File: config.mk
export PLATFORM = sky130hd
export DESIGN_NAME = mwo_front
export DESIGN_NICKNAME = d
export VERILOG_FILES = /design/src/design/mwo_pkg.sv /design/src/design/mwo_front.sv
export SDC_FILE = /design/constraint.sdc
export NUM_CORES = 1
export LEC_CHECK = 0
export BUFFER_PORTS_ARGS = -buffer_cell sky130_fd_sc_hd__buf_4
export CORE_MARGIN = 2
export CORE_UTILIZATION = 47
export CTS_CLUSTER_DIAMETER = 50
export DETAILED_ROUTE_END_ITERATION = 10
export PLACE_DENSITY_LB_ADDON = 0.05
export SYNTH_ARGS = -nofsm -noshare
export SYNTH_HDL_FRONTEND = slang
export SYNTH_SLANG_ARGS = --single-unit
File: constraint.sdc
create_clock -name clk -period 2.9 [get_ports clk]
set_clock_uncertainty 0.2 [all_clocks]
set_input_delay 0.58 -clock clk [delete_from_list [all_inputs] [get_ports clk]]
set_output_delay 0.58 -clock clk [all_outputs]
set_load 0.005 [all_outputs]
File: src/design/mwo_pkg.sv
// Shared types and constants for the morphing wavetable oscillator.
package mwo_pkg;

	// Table and number formats
	localparam int TABLE_LENGTH = 1024;
	localparam int IDX_W        = $clog2(TABLE_LENGTH);
	localparam int FRAC_W       = 16;
	localparam int PHASE_W      = IDX_W + FRAC_W;
	localparam int INC_W        = 26;
	localparam int SAMPLE_W     = 16;
	localparam int ENV_W        = 16;
	localparam int MORPH_W      = 17;
	localparam int UNIT_SHIFT   = 15;

	// Derived arithmetic widths
	localparam int STEP_P_W = INC_W + ENV_W;
	localparam int DIFF_W   = SAMPLE_W + 1;
	localparam int LERP_P_W = DIFF_W + FRAC_W + 1;
	localparam int MIX_P_W  = MORPH_W + DIFF_W;

	localparam logic signed [MORPH_W-1:0] MORPH_ONE = MORPH_W'(1 << UNIT_SHIFT);

	// Command queue, depth a power of two so the pointers wrap on their own
	localparam int QUEUE_DEPTH = 4;
	localparam int QPTR_W      = $clog2(QUEUE_DEPTH);
	localparam int QCNT_W      = $clog2(QUEUE_DEPTH + 1);

	// Configuration port
	localparam int CFG_ADDR_W = 3;
	localparam int CFG_DATA_W = 32;
	localparam logic REG_PHASE_INC = 1'b0;

	typedef enum logic {
		OP_SAMPLE = 1'b0,
		OP_WRITE  = 1'b1
	} op_t;

	typedef enum logic {
		TAB_FIRST  = 1'b0,
		TAB_SECOND = 1'b1
	} tab_sel_t;

	typedef struct packed {
		op_t                        op;
		logic [ENV_W-1:0]           envelope;
		logic signed [MORPH_W-1:0]  morph;
		tab_sel_t                   tab;
		logic [IDX_W-1:0]           index;
		logic signed [SAMPLE_W-1:0] value;
	} cmd_t;

	typedef struct packed {
		logic valid;
		cmd_t cmd;
	} q_head_t;

	typedef enum logic [2:0] {
		ST_IDLE,
		ST_ACC,
		ST_LERP,
		ST_MIX,
		ST_OUT
	} back_state_t;

endpackage

File: src/design/mwo_front.sv
// Front end: takes input transactions, classifies them and queues them for the back end.
module mwo_front import mwo_pkg::*; (
	input  logic                       clk,
	input  logic                       arst_n,
	input  logic                       in_valid,
	output logic                       in_stall,
	input  logic                       opcode,
	input  logic [ENV_W-1:0]           envelope,
	input  logic signed [MORPH_W-1:0]  morph,
	input  logic                       table_select,
	input  logic [IDX_W-1:0]           write_index,
	input  logic signed [SAMPLE_W-1:0] write_value,
	output q_head_t                    head,
	input  logic                       pop
);

	cmd_t              fifo_q [QUEUE_DEPTH];
	logic [QPTR_W-1:0] wr_ptr_q;
	logic [QPTR_W-1:0] rd_ptr_q;
	logic [QCNT_W-1:0] cnt_q;
	logic              push;
	cmd_t              cmd_in;

	// Classify the incoming transaction
	always_comb begin
		cmd_in.op       = opcode ? OP_WRITE : OP_SAMPLE;
		cmd_in.envelope = envelope;
		cmd_in.morph    = morph;
		cmd_in.tab      = table_select ? TAB_SECOND : TAB_FIRST;
		cmd_in.index    = write_index;
		cmd_in.value    = write_value;
	end

	assign in_stall   = (cnt_q == QCNT_W'(QUEUE_DEPTH));
	assign push       = in_valid && !in_stall;
	assign head.valid = (cnt_q != '0);
	assign head.cmd   = fifo_q[rd_ptr_q];

	// Queue storage
	always_ff @(posedge clk) begin
		if (push) begin
			fifo_q[wr_ptr_q] <= cmd_in;
		end
	end

	// Queue pointers and fill count
	always_ff @(posedge clk or negedge arst_n) begin
		if (!arst_n) begin
			wr_ptr_q <= '0;
			rd_ptr_q <= '0;
			cnt_q    <= '0;
		end else begin
			if (push) begin
				wr_ptr_q <= wr_ptr_q + 1'b1;
			end
			if (pop) begin
				rd_ptr_q <= rd_ptr_q + 1'b1;
			end
			if (push && !pop) begin
				cnt_q <= cnt_q + 1'b1;
			end else if (pop && !push) begin
				cnt_q <= cnt_q - 1'b1;
			end
		end
	end

`ifndef NO_ASSERTIONS
	a_pop_nonempty: assert property (@(posedge clk) disable iff (!arst_n)
		pop |-> (cnt_q != '0))
		else $error("pop from empty queue");

	a_cnt_bound: assert property (@(posedge clk) disable iff (!arst_n)
		cnt_q <= QCNT_W'(QUEUE_DEPTH))
		else $error("queue count overflow");

	a_cnt_track: assert property (@(posedge clk) disable iff (!arst_n)
		(push && !pop) |=> (cnt_q == $past(cnt_q) + 1'b1))
		else $error("queue count lost a push");
`endif

endmodule

==> impl_metrics.csv, run 1 <==
group,metric,value,unit
synth,ys_seq_elements,251,
clock_tree,htreeDepth,1,
worst_hold_path,holdCritPathClass,"input pin to flip-flop",
place,place_congestion,0.732,
die,row_count,51,
die,die_h,145,um
timing,rsz0062_at_grt,"no",
timing,finalCritPeriodShare,96.6,%
drt,wl,16800,um
drt,drt_iter0_drc,243,
die,core_area,19500,um2
timing,slew_viol_final,0,
place,hpwlAfterDp,10300,um
critical_path,cp-startpoint,"rd_ptr_q[1]$_DFFE_PN0P_",
synth,syn-cell-area,9300,um2
critical_path,worstSetupStartpointType,"flip-flop",
critical_path,critPathCaptureType,"output port",
synth,yosysSeqAreaShare,80.7,%
place,place_ws,0.319,ns
grt,track_usage,16.2,%
die,start_util,47.8,%
clock_tree,clkLatencyLatePin,0.52,ns
timing,finalHoldViolCount,0,
critical_path,arrival,2.02,ns
synth,synth_edf_count,244,
cells_and_area,n_antenna_cell,0,
synth,syn-mean-instance-area,26.3,um2
drt,ant_nets,0,
drt,dr.pass1.iters,4,
drt,num_vias,4143,
clock_tree,clk_path_buf_depth,3,
synth,synth.distinct_cells,19,
clock_tree,path_clk_slew,0.06,ns
die,ios,128,
run,drv_cap,0,
grt,grt-ovfl-total,0,
drt,detail_route.vias_per_cell,5.19,
grt,grt_pass1_wl,24900,um
critical_path,r2r_start,"cnt_q[2]$_DFFE_PN0P_",
timing,timing.final.crit_period,2.80,ns
grt,grt_start_max_net_pins,40,
clock_tree,cts_tree,"built",
clock_tree,cts_sinks,251,
synth,yosysMostFrequentCell,"edfxtp_1",
synth,synth_common_cells,"edfxtp_1, mux4_2, buf_2, dfrtp_1, buf_12",
timing,final-setup-viol-count,0,
pwr,power.leakage,0.00404,uW
synth,synthCells,354,
outcome,status,"finished, final reports clean",
clock_tree,cts_root_buf,"clkbuf_16",
synth,synth_top_area_share,78.8,%
critical_path,crit_path_max_fanout,26,
grt,grt_pass1_vias,4479,
synth,syn-num-nets,425,
timing,max_slew_margin,64.8,%
cells_and_area,drive_above_1_share,47.7,%
pwr,p_per_area,1040,nW/um2
critical_path,worstSetupPathType,"flip-flop to output port",
cells_and_area,layout.nets,583,
drt,wl_per_cell,21.0,um
timing,fin_ws,0.0987,ns
die,dieWidth,145,um
worst_hold_path,min_from,"pop",
grt,antenna_found_initial,0,
timing,tightest_slew,0.527,ns
synth,ys.flop_type,"edfxtp_1",
die,dieArea,20900,um2
drt,post-route-drc-count,0,
place,port_buffers,127,
clock_tree,cts_made_buffers,28,
synth,synth_largest_area_cell,"edfxtp_1",
synth,ys_async_sr_fraction,2.79,%
cells_and_area,utilization,59.7,%
critical_path,reg2reg_depth,8,
timing,max_freq,357,MHz
critical_path,required,2.12,ns
cells_and_area,area_delta_synth_final,25.0,%
pwr,vdd_drop_max,0.000930,V
synth,yosys_warnings,0,
synth,ys_top_cells_by_area,"edfxtp_1, mux4_2, dfrtp_1",
pwr,total_power,12100,uW
place,dp.cells,745,
worst_hold_path,hold_depth,2,
timing,setup-tns-final,0,ns
cells_and_area,fin_cells,798,
worst max-delay path, cell delays in order (launching register included):
cell and delay, ns:
dfrtp_4 0.70, buf_4 0.29, mux4_2 0.33, buf_4 0.15
report_power, final:
part           internal (uW)  switching [uW]  leakage, uW
clock network           2170            1340     0.000467
logic                   1950            1510      0.00126
registers               4800             279      0.00231
placed cells by master (no fill, tap or decap), drive strengths merged, types with 2 or more instances in the layout:
cell type / instances
edfxtp: 244
bufinv: 4
ha: 5
dfrtp: 7
inv: 6
mux4: 61
mux2: 2
xor2: 3
and2: 4
clkinv: 14
buf: 141
xnor2: 3
clkbuf: 31
flip-flops by register name (all words and copies together), names as in the netlist:
signal and cells:
rd_ptr_q 2, cnt_q 3, fifo_q 244, wr_ptr_q 2
timing repair:
| item | 4_1_cts | 5_1_grt |
|---|---|---|
| hold buffers | 1 | 0 |
| setup endpoints to repair | 1 | 5 |
| buffers inserted | 0 | 0 |
| gates cloned | 0 | 1 |
| gates resized for setup | 1 | 0 |
| pin swaps | 0 | 0 |
| hold endpoints to repair | 7 | 0 |
routing by layer:
metal	share of wire, %	track usage, %	routed length, um
met4	1.6	4.14	265
met2	50	27.2	8370
met1	41	21.1	6950
met5	0	0	0
met3	7.2	4.64	1220
stage by stage:
stage / hold WS (ns) / cell area (um2)
2_1_floorplan: 0.0844 / 9300
3_3_place_gp: 0.198 / 10600
3_5_place_dp: 0.200 / 10600
4_1_cts: 0.0247 / 11600
5_1_grt: 0.0304 / 11600
6_report: 0.0435 / 11600
cells by family after synthesis:
| kind of cell | after synthesis | share of synthesized area (%) |
|---|---|---|
| XOR/XNOR | 6 | 0.565 |
| flip-flops | 251 | 80.7 |
| buffers and inverters | 19 | 2.07 |
| adder cells (fa/ha/maj) | 6 | 0.888 |
| AND/OR/NAND/NOR | 9 | 0.619 |
| multiplexers | 63 | 15.1 |
final timing paths:
check	end	slack, ns
hold / removal	rd_ptr_q[0]$_DFFE_PN0P_	0.04
min in group asynchronous	rd_ptr_q[0]$_DFFE_PN0P_	0.21
hold reg to reg	cnt_q[2]$_DFFE_PN0P_	0.29
setup / recovery	head[29]	0.1
setup reg to reg	cnt_q[2]$_DFFE_PN0P_	0.44
max in group asynchronous	rd_ptr_q[1]$_DFFE_PN0P_	2.15
area by class of cell:
cell class / instances / area, um2
repair buffers: 143 / 1210
fillers: 1380 / 7840
clock buffers: 30 / 729
clock inverters: 21 / 209
inverters: 4 / 15.0
flip-flops and latches: 251 / 7510
well taps: 265 / 332
multi-input cells: 84 / 1610
Power figures use the tool's default switching activity.
==> run 2, diff against run 1 <==
--- a/config.mk
+++ b/config.mk
@@ -11,6 +11,7 @@
 export CTS_CLUSTER_DIAMETER = 50
 export DETAILED_ROUTE_END_ITERATION = 10
 export PLACE_DENSITY_LB_ADDON = 0.05
+export RECOVER_POWER = 25
 export SYNTH_ARGS = -nofsm -noshare
 export SYNTH_HDL_FRONTEND = slang
 export SYNTH_SLANG_ARGS = --single-unit
==> run 2 against run 1 <==
- worst hold slack improved by 0.00085 ns
- first-iteration DRC count down 1.6%
- maximum frequency about the same
- total power decreased by 0.30%
- clock-buffer cell count is the same
- die area is the same
- non-clock buffer count unchanged
- worst setup slack got worse by 0.0027 ns
- utilization is 0.83 points lower
- largest cell class unchanged
- global-route usage unchanged
- critical path type unchanged
- register-to-register slack about the same
- flip-flop and latch count stayed put
==> impl_metrics.csv, run 2 (synthesis gave the netlist of run 1 again) <==
group,metric,value,unit
outcome,status,"finished, final reports clean",
pwr,power.leakage,0.00387,uW
critical_path,arrival,2.02,ns
grt,grt_pass1_vias,4479,
timing,tightest_slew,0.528,ns
grt,antenna_found_initial,2,
grt,track_usage,16.2,%
place,dp.cells,745,
timing,rsz0062_at_grt,"no",
cells_and_area,fillers,1424,
cells_and_area,fin_cells,801,
clock_tree,clk_path_buf_depth,3,
clock_tree,htreeDepth,1,
cells_and_area,final_common_cell,"edfxtp_1",
clock_tree,cts_made_buffers,28,
critical_path,crit_slowest_cell,"dfrtp_4",
pwr,vdd_drop_max,0.000926,V
drt,ant_nets,0,
cells_and_area,mostFrequentLayoutCells,"edfxtp_1, buf_4, mux4_2, clkbuf_1, clkbuf_16",
place,place_area,10600,um2
critical_path,critPathCaptureType,"output port",
die,dieWidth,145,um
critical_path,critPathMaxStageDelay,0.70,ns
drt,dr.pass1.iters,6,
worst_hold_path,holdCritPathClass,"input pin to flip-flop",
timing,max_freq,357,MHz
grt,grt_start_max_net_pins,40,
clock_tree,cts_root_buf,"clkbuf_16",
grt,grt_pass1_wl,24900,um
timing,finalHoldViolCount,0,
clock_tree,clkLatencyLatePin,0.52,ns
die,core_area,19500,um2
drt,post-route-drc-count,0,
timing,finalCritPeriodShare,96.7,%
cells_and_area,design_area,11500,um2
die,row_count,51,
critical_path,path_cells,"buf_4, mux4_2, buf_4",
place,port_buffers,127,
drt,wl_per_cell,20.9,um
drt,detail_route.vias_per_cell,5.16,
drt,drt_iter0_drc,239,
timing,final-setup-viol-count,0,
cells_and_area,top_register,"fifo_q",
run,drv_cap,0,
cells_and_area,layout.nets,583,
critical_path,worstSetupStartpointType,"flip-flop",
timing,slew_viol_final,0,
cells_and_area,top_regs,"fifo_q (244), cnt_q (3)",
pwr,p_per_area,1050,nW/um2
place,place_congestion,0.732,
drt,num_vias,4137,
die,dieArea,20900,um2
clock_tree,cts_tree,"built",
place,hpwlAfterDp,10300,um
critical_path,worstSetupPathType,"flip-flop to output port",
critical_path,crit_path_max_fanout,26,
timing,setup-tns-final,0,ns
clock_tree,path_clk_slew,0.06,ns
critical_path,path_common_cell,"buf_4",
cells_and_area,area_delta_synth_final,23.3,%
critical_path,required,2.12,ns
timing,max_slew_margin,64.7,%
die,die_h,145,um
cells_and_area,largest_reg_flops,244,
clock_tree,cts_sinks,251,
drt,wl,16800,um
cells_and_area,drive_above_1_share,39.2,%
timing,timing.final.crit_period,2.80,ns
grt,grt-ovfl-total,0,
die,ios,128,
die,start_util,47.8,%
run 2: critical path, delay by kind of cell, from the launching register on:
kind / cells / cell delay, ns
buf+inv: 2 / 0.44
mux: 1 / 0.33
flops: 1 / 0.70
run 2: metrics by stage:
step / total power [uW] / setup WS, ns / utilization (%) / hold slack, ns
2_1_floorplan: 7060 / 0.636 / - / 0.0844
3_3_place_gp: 8610 / 0.387 / 54.7 / 0.198
3_5_place_dp: 8670 / 0.319 / 54.7 / 0.200
4_1_cts: 12200 / 0.0111 / 59.6 / 0.0247
5_1_grt: 12600 / 0.00169 / 58.8 / 0.0304
6_report: 12000 / 0.0960 / 58.9 / 0.0444
run 2: timing repair:
item,CTS,global route
buffers inserted,0,0
hold buffers,1,0
resized for setup,1,0
endpoints found under the setup margin,1,5
hold endpoints to repair,7,0
cloned,0,1
run 2: routing by layer:
metal  GRT usage [%]  part of all wire (%)  up-vias
met2            27.2                    50      118
met3            4.64                   7.0       23
li1                -                     -     1842
met4            4.14                   1.6        0
met5               0                     0        -
met1            21.1                    42     2154
run 2: area by class of cell:
cell class	instances	area [um2]	share of cell area, %
Clock buffer	30	729	6.37
Inverter	4	15.0	0.131
Clock inverter	21	209	1.82
Timing Repair Buffer	143	1040	9.12
Antenna cell	3	7.51	0.0655
Multi-Input combinational cell	84	1610	14.1
Tap cell	265	332	2.89
Sequential cell	251	7510	65.5
run 2: worst paths after layout:
kind | from | endpoint | slack (ns) | cells past startpoint
setup / recovery | rd_ptr_q[1]$_DFFE_PN0P_ | head[29] | 0.1 | 3
hold reg to reg | cnt_q[2]$_DFFE_PN0P_ | cnt_q[2]$_DFFE_PN0P_ | 0.29 | 1
hold / removal | pop | rd_ptr_q[0]$_DFFE_PN0P_ | 0.04 | 2
max in group asynchronous | arst_n | rd_ptr_q[1]$_DFFE_PN0P_ | 2.15 | 2
min in group asynchronous | arst_n | rd_ptr_q[0]$_DFFE_PN0P_ | 0.21 | 2
setup reg to reg | cnt_q[2]$_DFFE_PN0P_ | cnt_q[2]$_DFFE_PN0P_ | 0.44 | 8
run 2: power by group:
part / total, uW / switching, uW / internal [uW] / leakage, uW
logic: 3430 / 1510 / 1920 / 0.00109
clock network: 3510 / 1340 / 2170 / 0.000467
registers: 5080 / 278 / 4800 / 0.00231
total: 12000 / 3120 / 8890 / 0.00387
==> run 3, diff against run 2 <==
--- a/config.mk
+++ b/config.mk
@@ -6,8 +6,10 @@
 export NUM_CORES = 1
 export LEC_CHECK = 0
 export BUFFER_PORTS_ARGS = -buffer_cell sky130_fd_sc_hd__buf_4
+export CELL_PAD_IN_SITES_DETAIL_PLACEMENT = 0
+export CELL_PAD_IN_SITES_GLOBAL_PLACEMENT = 1
 export CORE_MARGIN = 2
-export CORE_UTILIZATION = 47
+export CORE_UTILIZATION = 45
 export CTS_CLUSTER_DIAMETER = 50
 export DETAILED_ROUTE_END_ITERATION = 10
 export PLACE_DENSITY_LB_ADDON = 0.05
==> run 3 against run 2 <==
- largest power group unchanged
- die area grew 4.3%
- clock power shrank 7.1%
- cell count grew 0.75%
- maximum frequency grew 0.92%
- largest cell class unchanged
- non-clock buffer count grew 8
- via count grew 0.48%
- design area shrank 0.20%
- worst setup slack gained 0.026 ns
- sequential power shrank 1%
- critical endpoint is now head[25]
- worst hold slack gained 0.010 ns
- flip-flop and latch count is the same
==> impl_metrics.csv, run 3 (synthesis gave the netlist of run 1 again) <==
group,metric,value,unit
pwr,p_per_area,1040,nW/um2
timing,tightest_slew,0.531,ns
drt,dr.pass1.iters,4,
critical_path,crit_slowest_cell,"mux4_2",
cells_and_area,n_antenna_cell,0,
critical_path,required,2.12,ns
critical_path,path_cells,"buf_12, buf_4, mux4_2, buf_4",
timing,final-setup-viol-count,0,
drt,wl_per_cell,21.2,um
grt,track_usage,16.1,%
outcome,status,"finished, final reports clean",
cells_and_area,area_delta_synth_final,23.0,%
clock_tree,cts_root_buf,"clkbuf_16",
timing,timing.final.crit_period,2.78,ns
pwr,power.leakage,0.00386,uW
critical_path,arrival,2.00,ns
drt,num_vias,4157,
timing,rsz0062_at_grt,"no",
worst_hold_path,holdCritPathClass,"input pin to flip-flop",
clock_tree,cts_tree,"built",
die,start_util,45.9,%
pwr,vdd_drop_max,0.000592,V
cells_and_area,top_regs,"fifo_q (244), cnt_q (3)",
grt,grt_start_max_net_pins,52,
cells_and_area,mostFrequentLayoutCells,"edfxtp_1, buf_4, mux4_2, clkbuf_1, clkbuf_16",
die,dieArea,21800,um2
drt,wl,17100,um
critical_path,worstSetupStartpointType,"flip-flop",
timing,setup-tns-final,0,ns
grt,grt_pass1_vias,4594,
timing,finalHoldViolCount,0,
drt,drt_iter0_drc,189,
timing,max_freq,360,MHz
pwr,total_power,11900,uW
cells_and_area,layout.nets,590,
place,port_buffers,127,
die,ios,128,
cells_and_area,drive_above_1_share,39.3,%
place,place_congestion,0.681,
clock_tree,path_clk_slew,0.06,ns
timing,max_slew_margin,64.6,%
cells_and_area,final_common_cell,"edfxtp_1",
clock_tree,htreeDepth,1,
die,die_h,148,um
die,core_area,20200,um2
clock_tree,clk_path_buf_depth,3,
clock_tree,cts_sinks,251,
drt,detail_route.vias_per_cell,5.15,
die,row_count,52,
grt,grt-ovfl-total,0,
timing,slew_viol_final,0,
critical_path,path_common_cell,"buf_4",
cells_and_area,top_register,"fifo_q",
clock_tree,clkLatencyLatePin,0.52,ns
grt,antenna_found_initial,0,
timing,finalCritPeriodShare,95.8,%
clock_tree,cts_made_buffers,27,
drt,post-route-drc-count,0,
run,drv_cap,0,
critical_path,critPathMaxStageDelay,0.51,ns
drt,ant_nets,0,
grt,grt_pass1_wl,26300,um
critical_path,worstSetupPathType,"flip-flop to output port",
critical_path,crit_path_max_fanout,7,
cells_and_area,largest_reg_flops,244,
critical_path,critPathCaptureType,"output port",
die,dieWidth,148,um
place,hpwlAfterDp,10600,um
-- run 3: cell count changes in the layout (fill, tap and decap cells not counted) --
cell        change
buf_4           +9
clkinv_2        -6
clkinv_1        +4
buf_12          +3
clkbuf_16       -3
diode_2         -3
clkbuf_1        -2
clkinvlp_4      +2
inv_6           -2
buf_16          -1
bufinv_16       -1
clkinv_4        +1
-- run 3: area by class of cell --
| type | count | area, um2 |
|---|---|---|
| fill | 1577 | 8800 |
| sequential | 251 | 7510 |
| multi-input combinational | 84 | 1610 |
| timing repair buffer | 151 | 1110 |
| clock buffer | 28 | 679 |
| tap | 270 | 338 |
| clock inverter | 19 | 170 |
| inverter | 4 | 15.0 |
-- run 3: final timing paths --
kind / startpoint / to / slack (ns) / cells after the start
worst max-delay path: rd_ptr_q[0]$_DFFE_PN0P_ / head[25] / 0.12 / 4
worst min register to register: cnt_q[2]$_DFFE_PN0P_ / cnt_q[2]$_DFFE_PN0P_ / 0.29 / 1
worst max register to register: cnt_q[2]$_DFFE_PN0P_ / cnt_q[2]$_DFFE_PN0P_ / 0.48 / 8
min in group asynchronous: arst_n / wr_ptr_q[1]$_DFFE_PN0P_ / 0.21 / 2
max in group asynchronous: arst_n / rd_ptr_q[0]$_DFFE_PN0P_ / 2.15 / 2
worst min-delay path: pop / rd_ptr_q[0]$_DFFE_PN0P_ / 0.05 / 2
-- run 3: worst max-delay path, delay by kind of cell, from the launching register on --
kind                   cells  cell delay, ns
buffers and inverters      3            0.47
muxes                      1            0.51
DFF                        1            0.49
-- run 3: repair_timing --
| item | 4_1_cts | 5_1_grt |
|---|---|---|
| setup endpoints to repair | 47 | 0 |
| hold buffers | 1 | 0 |
| buffers inserted | 5 | 0 |
| endpoints found under the hold margin | 7 | 0 |
| gates resized for setup | 0 | 0 |
-- run 3: power breakdown --
| part | internal, uW | leakage (uW) | switching (uW) |
|---|---|---|---|
| Clock | 1950 | 0.000407 | 1300 |
| Sequential | 4800 | 0.00231 | 228 |
| Combinational | 1990 | 0.00114 | 1580 |
| Total | 8740 | 0.00386 | 3110 |
-- run 3: metrics by stage --
step                      area, um2  util (%)  setup slack [ns]  cells  hold WS, ns
after floorplan                9300         -             0.636    354       0.0844
after global placement        10700      52.8             0.367    754        0.205
after detailed placement      10700      52.8             0.355    754        0.203
after CTS                     11600      57.3            0.0836    807       0.0336
after global routing          11400      56.5            0.0510    807       0.0435
final                         11400      56.5             0.122    807       0.0548
-- run 3: routing by layer --
metal	track usage, %	part of all wire [%]	vias to the layer above
met5	0	0	-
met1	20.4	40	2173
met2	27.5	51	111
li1	-	-	1842
met4	4.52	2.3	0
met3	4.48	6.0	31
